$ cat src/design/ckfi_pkg.sv
// ----------------------------------------------------------------------------
// ckfi_pkg
// shared codes, command and status types for the keyframe interpolator
// ----------------------------------------------------------------------------
`timescale 1ns / 1ps
`default_nettype none

package ckfi_pkg;

    localparam logic [1:0] KIND_LOAD  = 2'd0;
    localparam logic [1:0] KIND_COUNT = 2'd1;
    localparam logic [1:0] KIND_QUERY = 2'd2;

    localparam logic [3:0] CH_FOCAL   = 4'd6;
    localparam logic [3:0] CH_SENSX   = 4'd7;
    localparam logic [3:0] CH_SENSY   = 4'd8;
    localparam logic [3:0] CH_LAST    = 4'd12;
    localparam logic [3:0] WORD_TIME  = 4'd13;
    localparam int         NUM_CHANS  = 13;

    localparam logic [16:0] FRAC_ONE  = 17'h10000;

    typedef struct packed {
        logic       in_ready;
        logic       rd_en;
        logic [7:0] rd_key;
        logic [3:0] rd_word;
        logic       cap_total;
        logic       mod_start;
        logic       take_mod;
        logic       cap_t0;
        logic       cap_t1;
        logic       zero_frac;
        logic       frac_start;
        logic       take_frac;
        logic       cap_a;
        logic       mul;
        logic       acc;
        logic [3:0] chan;
        logic       foc_mul;
        logic       foc_start;
        logic       take_foc;
        logic       out_load;
    } t_ckfi_cmd;

    typedef struct packed {
        logic [8:0] n;
        logic       total_pos;
        logic       loop_en;
        logic       t_ge_total;
        logic       key_gt;
        logic       t1_le_t0;
        logic       div_done;
        logic       sensx_pos;
        logic       out_free;
    } t_ckfi_sts;

endpackage

`default_nettype wire

$ cat src/design/ckfi_ctrl.sv
// ----------------------------------------------------------------------------
// ckfi_ctrl
// query sequencer: wrap, key search, fraction, channel sweep, focal, output
// ----------------------------------------------------------------------------
`timescale 1ns / 1ps
`default_nettype none

module ckfi_ctrl
    import ckfi_pkg::*;
#(
    parameter int KEYS_PER_TRACK = 16
) (
    input  wire logic       i_clk,
    input  wire logic       i_rst_n,
    input  wire logic       i_in_valid,
    input  wire logic [1:0] i_in_kind,
    input  wire t_ckfi_sts  i_sts,
    output t_ckfi_cmd       o_cmd
);

    localparam int KW = $clog2(KEYS_PER_TRACK);

    localparam logic [4:0] IDLE      = 5'd0;
    localparam logic [4:0] Q_CNT     = 5'd1;
    localparam logic [4:0] Q_TOT     = 5'd2;
    localparam logic [4:0] M_START   = 5'd3;
    localparam logic [4:0] M_WAIT    = 5'd4;
    localparam logic [4:0] S_RD      = 5'd5;
    localparam logic [4:0] S_CMP     = 5'd6;
    localparam logic [4:0] R_T0      = 5'd7;
    localparam logic [4:0] R_T1      = 5'd8;
    localparam logic [4:0] R_DEC     = 5'd9;
    localparam logic [4:0] F_START   = 5'd10;
    localparam logic [4:0] F_WAIT    = 5'd11;
    localparam logic [4:0] C_RA      = 5'd12;
    localparam logic [4:0] C_RB      = 5'd13;
    localparam logic [4:0] C_MUL     = 5'd14;
    localparam logic [4:0] C_ACC     = 5'd15;
    localparam logic [4:0] FOC_CHK   = 5'd16;
    localparam logic [4:0] FOC_START = 5'd17;
    localparam logic [4:0] FOC_WAIT  = 5'd18;
    localparam logic [4:0] OUT       = 5'd19;

    logic [4:0]    r_state, n_state;
    logic [KW-1:0] r_k, n_k;
    logic [KW-1:0] r_i0, n_i0;
    logic [KW-1:0] r_i1, n_i1;
    logic [3:0]    r_c, n_c;
    logic [KW-1:0] last_key;
    logic          k_is_last;

    assign last_key  = KW'(i_sts.n - 9'd1);
    assign k_is_last = (9'(r_k) + 9'd1) == i_sts.n;

    always_ff @(posedge i_clk) begin
        if (!i_rst_n) begin
            r_state <= IDLE;
            r_k     <= '0;
            r_i0    <= '0;
            r_i1    <= '0;
            r_c     <= '0;
        end else begin
            r_state <= n_state;
            r_k     <= n_k;
            r_i0    <= n_i0;
            r_i1    <= n_i1;
            r_c     <= n_c;
        end
    end

    always_comb begin
        n_state = r_state;
        n_k     = r_k;
        n_i0    = r_i0;
        n_i1    = r_i1;
        n_c     = r_c;
        o_cmd   = '0;
        o_cmd.chan = r_c;
        case (r_state)
            IDLE: begin
                o_cmd.in_ready = 1'b1;
                if (i_in_valid && i_in_kind == KIND_QUERY) begin
                    n_state = Q_CNT;
                end
            end
            Q_CNT: begin
                n_c = '0;
                if (i_sts.n == 9'd0) begin
                    n_state = OUT;
                end else begin
                    o_cmd.rd_en   = 1'b1;
                    o_cmd.rd_key  = 8'(last_key);
                    o_cmd.rd_word = WORD_TIME;
                    n_state       = Q_TOT;
                end
            end
            Q_TOT: begin
                o_cmd.cap_total = 1'b1;
                n_k = '0;
                if (i_sts.loop_en && i_sts.total_pos) begin
                    n_state = M_START;
                end else begin
                    n_state = S_RD;
                end
            end
            M_START: begin
                o_cmd.mod_start = 1'b1;
                n_state = M_WAIT;
            end
            M_WAIT: begin
                if (i_sts.div_done) begin
                    o_cmd.take_mod = 1'b1;
                    n_state = S_RD;
                end
            end
            S_RD: begin
                o_cmd.rd_en   = 1'b1;
                o_cmd.rd_key  = 8'(r_k);
                o_cmd.rd_word = WORD_TIME;
                n_state       = S_CMP;
            end
            S_CMP: begin
                if (i_sts.key_gt || k_is_last) begin
                    if (i_sts.key_gt) begin
                        if (r_k == '0) begin
                            n_i0 = '0;
                            n_i1 = '0;
                        end else begin
                            n_i0 = r_k - KW'(1);
                            n_i1 = r_k;
                        end
                    end else begin
                        n_i0 = last_key;
                        n_i1 = '0;
                    end
                    if (i_sts.t_ge_total && !i_sts.loop_en) begin
                        n_i0 = last_key;
                        n_i1 = last_key;
                    end
                    n_state = R_T0;
                end else begin
                    n_k     = r_k + KW'(1);
                    n_state = S_RD;
                end
            end
            R_T0: begin
                o_cmd.rd_en   = 1'b1;
                o_cmd.rd_key  = 8'(r_i0);
                o_cmd.rd_word = WORD_TIME;
                n_state       = R_T1;
            end
            R_T1: begin
                o_cmd.cap_t0  = 1'b1;
                o_cmd.rd_en   = 1'b1;
                o_cmd.rd_key  = 8'(r_i1);
                o_cmd.rd_word = WORD_TIME;
                n_state       = R_DEC;
            end
            R_DEC: begin
                o_cmd.cap_t1 = 1'b1;
                n_c = '0;
                if (r_i0 == r_i1 || i_sts.t1_le_t0) begin
                    o_cmd.zero_frac = 1'b1;
                    n_state = C_RA;
                end else begin
                    n_state = F_START;
                end
            end
            F_START: begin
                o_cmd.frac_start = 1'b1;
                n_state = F_WAIT;
            end
            F_WAIT: begin
                if (i_sts.div_done) begin
                    o_cmd.take_frac = 1'b1;
                    n_state = C_RA;
                end
            end
            C_RA: begin
                o_cmd.rd_en   = 1'b1;
                o_cmd.rd_key  = 8'(r_i0);
                o_cmd.rd_word = r_c;
                n_state       = C_RB;
            end
            C_RB: begin
                o_cmd.cap_a   = 1'b1;
                o_cmd.rd_en   = 1'b1;
                o_cmd.rd_key  = 8'(r_i1);
                o_cmd.rd_word = r_c;
                n_state       = C_MUL;
            end
            C_MUL: begin
                o_cmd.mul = 1'b1;
                n_state = C_ACC;
            end
            C_ACC: begin
                o_cmd.acc = 1'b1;
                if (r_c == CH_LAST) begin
                    n_state = FOC_CHK;
                end else begin
                    n_c     = r_c + 4'd1;
                    n_state = C_RA;
                end
            end
            FOC_CHK: begin
                n_c = '0;
                if (i_sts.sensx_pos) begin
                    o_cmd.foc_mul = 1'b1;
                    n_state = FOC_START;
                end else begin
                    n_state = OUT;
                end
            end
            FOC_START: begin
                o_cmd.foc_start = 1'b1;
                n_state = FOC_WAIT;
            end
            FOC_WAIT: begin
                if (i_sts.div_done) begin
                    o_cmd.take_foc = 1'b1;
                    n_state = OUT;
                end
            end
            OUT: begin
                if (i_sts.out_free) begin
                    o_cmd.out_load = 1'b1;
                    if (r_c == CH_LAST) begin
                        n_state = IDLE;
                    end else begin
                        n_c = r_c + 4'd1;
                    end
                end
            end
            default: begin
                n_state = IDLE;
            end
        endcase
    end

    a_query_starts: assert property (@(posedge i_clk) disable iff (!i_rst_n)
        (r_state == IDLE && i_in_valid && i_in_kind == KIND_QUERY) |=> r_state == Q_CNT)
        else $error("query transaction not started");

    a_wrap_then_search: assert property (@(posedge i_clk) disable iff (!i_rst_n)
        (r_state == M_WAIT && i_sts.div_done) |=> (r_state == S_RD && r_k == '0))
        else $error("key search not started after wrap");

    a_out_last_idle: assert property (@(posedge i_clk) disable iff (!i_rst_n)
        (o_cmd.out_load && r_c == CH_LAST) |=> r_state == IDLE)
        else $error("sequencer busy after final transaction");

endmodule

`default_nettype wire

$ cat config.mk
export PLATFORM = sky130hd
export DESIGN_NAME = ckfi_ctrl
export DESIGN_NICKNAME = d
export VERILOG_FILES = /design/src/design/ckfi_pkg.sv /design/src/design/ckfi_ctrl.sv
export SDC_FILE = /design/constraint.sdc
export NUM_CORES = 1
export LEC_CHECK = 0
export BUFFER_PORTS_ARGS = -buffer_cell sky130_fd_sc_hd__buf_2
export CAP_MARGIN = 10
export CORE_ASPECT_RATIO = 1.75
export CORE_UTILIZATION = 30
export CTS_CLUSTER_DIAMETER = 60
export DETAILED_ROUTE_END_ITERATION = 7
export GPL_TIMING_DRIVEN = 0
export PLACE_DENSITY = 0.63
export SYNTH_ARGS = -nofsm -noshare
export SYNTH_HDL_FRONTEND = slang
export SYNTH_SLANG_ARGS = --single-unit
$ cat constraint.sdc
create_clock -name i_clk -period 4 [get_ports i_clk]
set_input_delay 0.6 -clock i_clk [delete_from_list [all_inputs] [get_ports i_clk]]
set_output_delay 0.6 -clock i_clk [all_outputs]
set_load 0.02 [all_outputs]
==> results.json, run 1 <==
{
  "place_area_mm2": 0.00236,
  "layout.nets": 366,
  "yosysUniqueCellTypes": 54,
  "max_freq_mhz": 324,
  "gp_congestion": 0.933,
  "critPathKind": "primary input to output port",
  "outcome": "finished clean",
  "antenna_found_initial": 0,
  "cp-start-kind": "primary input",
  "core_mm2": 0.00649,
  "grtUsageTotal_pct": 19.2,
  "insertion_delay_ps": 260,
  "cp_top_family": "compound AO/OA/AOI/OAI gates",
  "dieWidth_um": 63.9,
  "fp.dieArea_mm2": 0.00705,
  "maxSlewViolCount": 0,
  "period_needed_ps": 3080,
  "rows": 39,
  "syn_to_final_growth_pct": 21.3,
  "synth_top_area_cell": "dfxtp_1",
  "worst_slew_pin_slew_ps": 825,
  "hold_violations": 0,
  "grt_overflow": 0,
  "tritoncts": "yes",
  "utilization_pct": 37.6,
  "r2r.worst_path.cells": 6,
  "drv_cap": 0,
  "avgSynthCellArea_um2": 7.13,
  "cp.required_ps": 3400,
  "finalInstanceArea_mm2": 0.00244,
  "cts.reportedPaths.clkPinSlew_ps": 60,
  "synthFlopType": "dfxtp_1",
  "hp-start": "r_i0[0]$_SDFFE_PN0P_",
  "final_layout_size_suffix_gt1_share_pct": 18.5,
  "netlist_area_mm2": 0.00201,
  "start_util_pct": 31.0,
  "numCtsBuffers": 3,
  "synthTopCellsByArea": "dfxtp_1 (21%), nand2_1 (6.9%), nor2_1 (4.7%)",
  "diodes": 0,
  "skew_ps": 3.56,
  "cts-resized-gates": 0,
  "power.density_mw_per_mm2": 386,
  "grt_max_degree": 13,
  "postSynthCellCount": 282,
  "critPathBufInv": 3,
  "io_buffers": 47,
  "whs_path_depth": 2,
  "max_stage_delay_ps": 460,
  "cts_sinks": 21,
  "num_vias": 2306,
  "ant_nets": 0,
  "routedWlPerCell_um": 16.0,
  "clockBufferDepth": 2,
  "firstDrtPassIters": 5,
  "dp_hpwl_um": 5260,
  "rsz0062_at_grt": "no",
  "reg2reg_from": "r_k[1]$_SDFFE_PN0P_",
  "setup_tns_ps": 0,
  "root_buffer": "clkbuf_16",
  "wirelength_um": 6700,
  "seq_area_frac_synth_pct": 20.9,
  "cts_hold_buf": 0,
  "power.leakage_nw": 1.04,
  "viasPerCell": 5.52,
  "ys_seq_elements": 21,
  "first_global_vias": 2213,
  "post-cts-setup-buffers": 0,
  "synth_top_area_share_pct": 20.9,
  "yosys_warnings": 0,
  "hold_path_class": "register to register",
  "reg2reg_slack_ps": 1560,
  "setup_violations": 0,
  "cp.arrival_ps": 2480,
  "min_period_over_period_pct": 77.1,
  "slew_headroom_pct": 44.6,
  "drc": 0,
  "worstReg2RegEnd": "r_i1[0]$_SDFFE_PN0P_",
  "io_pins": 55,
  "grt_pass1_wl_um": 10500,
  "async_flop_share_pct": 0,
  "synth-edff-count": 0,
  "cts_htree_levels": 1,
  "path_common_cell": "buf_2",
  "cp_cell_sequence": "buf_2 -> inv_1 -> ha_1 -> nor4b_1 -> a211oi_1 -> a222oi_1 -> nand2_1 -> buf_2",
  "hold_end": "r_i0[0]$_SDFFE_PN0P_",
  "slowest_stage": "a222oi_1",
  "critPathMaxFanout": 5,
  "vdd_drop_max_mv": 0.200,
  "die_h_um": 110,
  "end_kind": "output port",
  "drt_iter0_markers": 89
}
placed cells by master (no fill, tap or decap), drive strengths merged, types with 5 or more instances in the layout:
master,synthesis,final
nand3,11,11
nand3b,5,5
nor3,13,13
xnor2,10,10
inv,18,18
nor2,25,25
nand2,37,37
ha,7,7
a21oi,15,15
clkbuf,12,15
buf,7,54
o21ai,11,11
a211oi,8,8
a22oi,5,5
mux2i,6,6
dfxtp,21,21
nand2b,8,8
cells in the mapped netlist (all sizes together) (6+ instances only):
master,n
a211oi,8
a21oi,15
buf,7
clkbuf,12
dfxtp,21
ha,7
inv,18
mux2i,6
nand2,37
nand2b,8
nand3,11
nor2,25
nor3,13
o21ai,11
xnor2,10
layer usage:
metal / up-vias / share of wire [%] / GRT usage (%)
met4: 0 / 3.6 / 9.09
met3: 21 / 6.5 / 2.98
met5: - / 0 / 0
met1: 1061 / 37 / 18.4
li1: 1121 / - / -
met2: 103 / 53 / 39.0
cells by family (layout without fill, tap and decap cells):
logic type	Yosys count	in the layout	synth area share, %
AND/OR/NAND/NOR	124	124	30.9
AO/OA/AOI/OAI	72	72	26.8
buffers and inverters	37	88	7.78
flip-flops	21	21	20.9
XOR/XNOR	14	14	6.10
adder cells (fa/ha/maj)	7	7	4.36
multiplexers	6	6	2.99
other	1	4	0.187
report_power, final:
part	leakage [nW]	total, mW	internal, mW	switching [mW]
Combinational	0.832	0.472	0.160	0.312
Sequential	0.170	0.247	0.226	0.0216
Clock	0.0409	0.222	0.135	0.0877
metrics by stage:
stage / setup WS [ps] / hold WS [ps] / instances / power (mW)
floorplan: 1580 / 457 / 285 / 0.578
global placement: 942 / 476 / 414 / 0.713
detailed placement: 932 / 482 / 414 / 0.716
CTS: 909 / 495 / 418 / 0.937
global route: 814 / 510 / 418 / 0.999
finish: 916 / 495 / 418 / 0.942
flip-flops by register name, indices dropped and copies added (netlist names):
name / flops
r_state: 5
r_i0: 4
r_i1: 4
r_c: 4
r_k: 4
worst register-to-register path: stages, from the launching register on:
cell	delay (ps)
dfxtp_1	450
ha_1	360
or3b_1	380
a211o_1	340
a211oi_4	340
o21ai_4	170
a211oi_1	290
worst max-delay path by stage:
stage	cells after the start	to	startpoint
2_1_floorplan	5	o_cmd[23]	i_sts[10]
3_3_place_gp	8	o_cmd[24]	i_sts[8]
3_5_place_dp	8	o_cmd[24]	i_sts[8]
4_1_cts	8	o_cmd[24]	i_sts[8]
5_1_grt	8	o_cmd[24]	i_sts[8]
6_report	8	o_cmd[24]	i_sts[8]
cell type report:
type / instances / area, µm²
Timing Repair Buffer: 47 / 235
Clock buffer: 3 / 75.1
Sequential cell: 21 / 420
Buffer: 19 / 88.8
Clock inverter: 1 / 5.00
Inverter: 18 / 67.6
Fill cell: 735 / 4050
Tap cell: 82 / 103
Multi-Input combinational cell: 227 / 1450
Note: power is estimated with default switching activity, not from simulation.
==> run 2: changes to the inputs <==
--- a/config.mk
+++ b/config.mk
@@ -12,7 +12,7 @@
 export CTS_CLUSTER_DIAMETER = 60
 export DETAILED_ROUTE_END_ITERATION = 7
 export GPL_TIMING_DRIVEN = 0
-export PLACE_DENSITY = 0.63
+export PLACE_DENSITY = 0.64
 export SYNTH_ARGS = -nofsm -noshare
 export SYNTH_HDL_FRONTEND = slang
 export SYNTH_SLANG_ARGS = --single-unit
==> constraint.sdc (replaced) <==
create_clock -name i_clk -period 2.5 [get_ports i_clk]
set_input_delay 0.375 -clock i_clk [delete_from_list [all_inputs] [get_ports i_clk]]
set_output_delay 0.375 -clock i_clk [all_outputs]
set_load 0.02 [all_outputs]
==> results.json, run 2 (same netlist as run 1, synthesis figures left out) <==
{
  "p_sw_share_pct": 44.7,
  "routedWlPerCell_um": 15.9,
  "cts_sinks": 21,
  "utilization_pct": 38.3,
  "numCtsBuffers": 3,
  "skew_ps": 4.36,
  "cts.reportedPaths.clkPinSlew_ps": 60,
  "min_period_over_period_pct": 95.7,
  "drt_iter0_markers": 127,
  "core_mm2": 0.00649,
  "io_buffers": 47,
  "critPathMaxFanout": 10,
  "slowest_stage": "dfxtp_1",
  "ant_nets": 0,
  "gp_congestion": 0.924,
  "first_global_vias": 2201,
  "power.density_mw_per_mm2": 617,
  "pwr-share-clk_pct": 23.4,
  "maxSlewViolCount": 0,
  "start_util_pct": 31.0,
  "cp.required_ps": 2120,
  "vdd_drop_max_mv": 0.363,
  "holdWs_ps": 379,
  "firstDrtPassIters": 7,
  "drc": 0,
  "diodes": 0,
  "insertion_delay_ps": 260,
  "clockBufferDepth": 2,
  "cp_cell_sequence": "clkbuf_1 -> xor2_1 -> nor3_2 -> a222oi_1 -> nand2_1 -> buf_2",
  "post-cts-setup-buffers": 0,
  "tritoncts": "yes",
  "num-fill-cells": 716,
  "max_freq_mhz": 418,
  "rows": 39,
  "power.leakage_nw": 1.06,
  "cts_htree_levels": 1,
  "critPathKind": "register to output port",
  "place_ws_ps": -86.2,
  "max_stage_delay_ps": 430,
  "io_pins": 55,
  "cp_top_family": "buffers and inverters",
  "regMostFlops": "r_state",
  "p_sw_uw": 685,
  "hold_violations": 0,
  "p_seq_share_pct": 26.3,
  "slew_headroom_pct": 49.9,
  "setup_violations": 0,
  "die_h_um": 110,
  "final_layout_size_suffix_gt1_share_pct": 21.6,
  "root_buffer": "clkbuf_16",
  "syn_to_final_growth_pct": 23.6,
  "drv_cap": 0,
  "largest_register_ffs": 5,
  "register_area_um2": 420,
  "grt_overflow": 0,
  "stdcell_count": 416,
  "period_needed_ps": 2390,
  "multi_input_area_mm2": 0.00149,
  "fp.dieArea_mm2": 0.00705,
  "dieWidth_um": 63.9,
  "grt_pass1_wl_um": 10500,
  "layout_common_cells": "buf_2 (50), nand2_1 (37), nor2_1 (25)",
  "p_int_uw": 848,
  "rsz0062_at_grt": "no",
  "layout.nets": 364,
  "viasPerCell": 5.53,
  "num_vias": 2302,
  "combPwrFrac_pct": 50.3,
  "end_kind": "output port",
  "cp-start-kind": "register",
  "cp.arrival_ps": 2020,
  "wirelength_um": 6600,
  "grtUsageTotal_pct": 19.3,
  "dp_hpwl_um": 5220,
  "mostFrequentLayoutCell": "buf_2",
  "outcome": "finished clean",
  "cts_hold_buf": 0,
  "dp_cells": 414,
  "antenna_found_initial": 0,
  "grt_max_degree": 13,
  "hold_path_class": "primary input to register",
  "critPathBufInv": 2,
  "worst_slack_ps": 107,
  "worst_slew_pin_slew_ps": 750
}
run 2: metal layers:
metal,wire (µm),global-route usage (%),vias up
met5,0,0,-
met4,275,11.0,0
met3,297,2.06,22
met2,3490,37.2,94
met1,2540,19.7,1067
li1,-,-,1119
run 2: worst register-to-register path, stage by stage (launching register included):
cell and delay, ps:
dfxtp_1 450, ha_2 310, or3b_1 360, a211o_1 340, a211oi_4 340, o21ai_4 180, a211oi_1 300
run 2: worst paths after layout:
kind         slack (ps)                     from                 endpoint  cells after the start
max                 110  r_state[2]$_SDFFE_PN0P_                o_cmd[26]                      6
min                 380                 i_sts[2]  r_state[2]$_SDFFE_PN0P_                      2
max reg2reg         120      r_k[1]$_SDFFE_PN0P_     r_i0[0]$_SDFFE_PN0P_                      6
min reg2reg         490     r_i1[0]$_SDFFE_PN0P_     r_i1[0]$_SDFFE_PN0P_                      2
run 2: power by group through the flow:
stage	registers (mW)	logic [mW]	clock network, mW
finish	0.403	0.770	0.359
global route	0.408	0.849	0.373
CTS	0.395	0.765	0.361
detailed placement	0.402	0.745	0
global placement	0.402	0.741	0
floorplan	0.401	0.523	0
run 2: area by class of cell:
class	count	area share [%]
plain buffers	17	3.42
flip-flops and latches	21	16.9
clock inverters	1	0.201
inverters	18	2.72
multi-input cells	227	60.1
well taps	82	4.13
repair buffers	47	9.47
clock buffers	3	3.02
run 2: metrics by stage:
step | total power [mW] | setup TNS, ps | area (µm²)
after floorplan | 0.924 | 0 | 2020
after global placement | 1.14 | -277 | 2360
after detailed placement | 1.15 | -231 | 2360
after CTS | 1.52 | -4.87 | 2470
after global routing | 1.63 | 0 | 2480
final | 1.53 | 0 | 2480
run 2: repair_timing:
item / in CTS / in global routing
pin swaps: 0 / 1
resized for setup: 7 / 5
endpoints found under the setup margin: 8 / 8
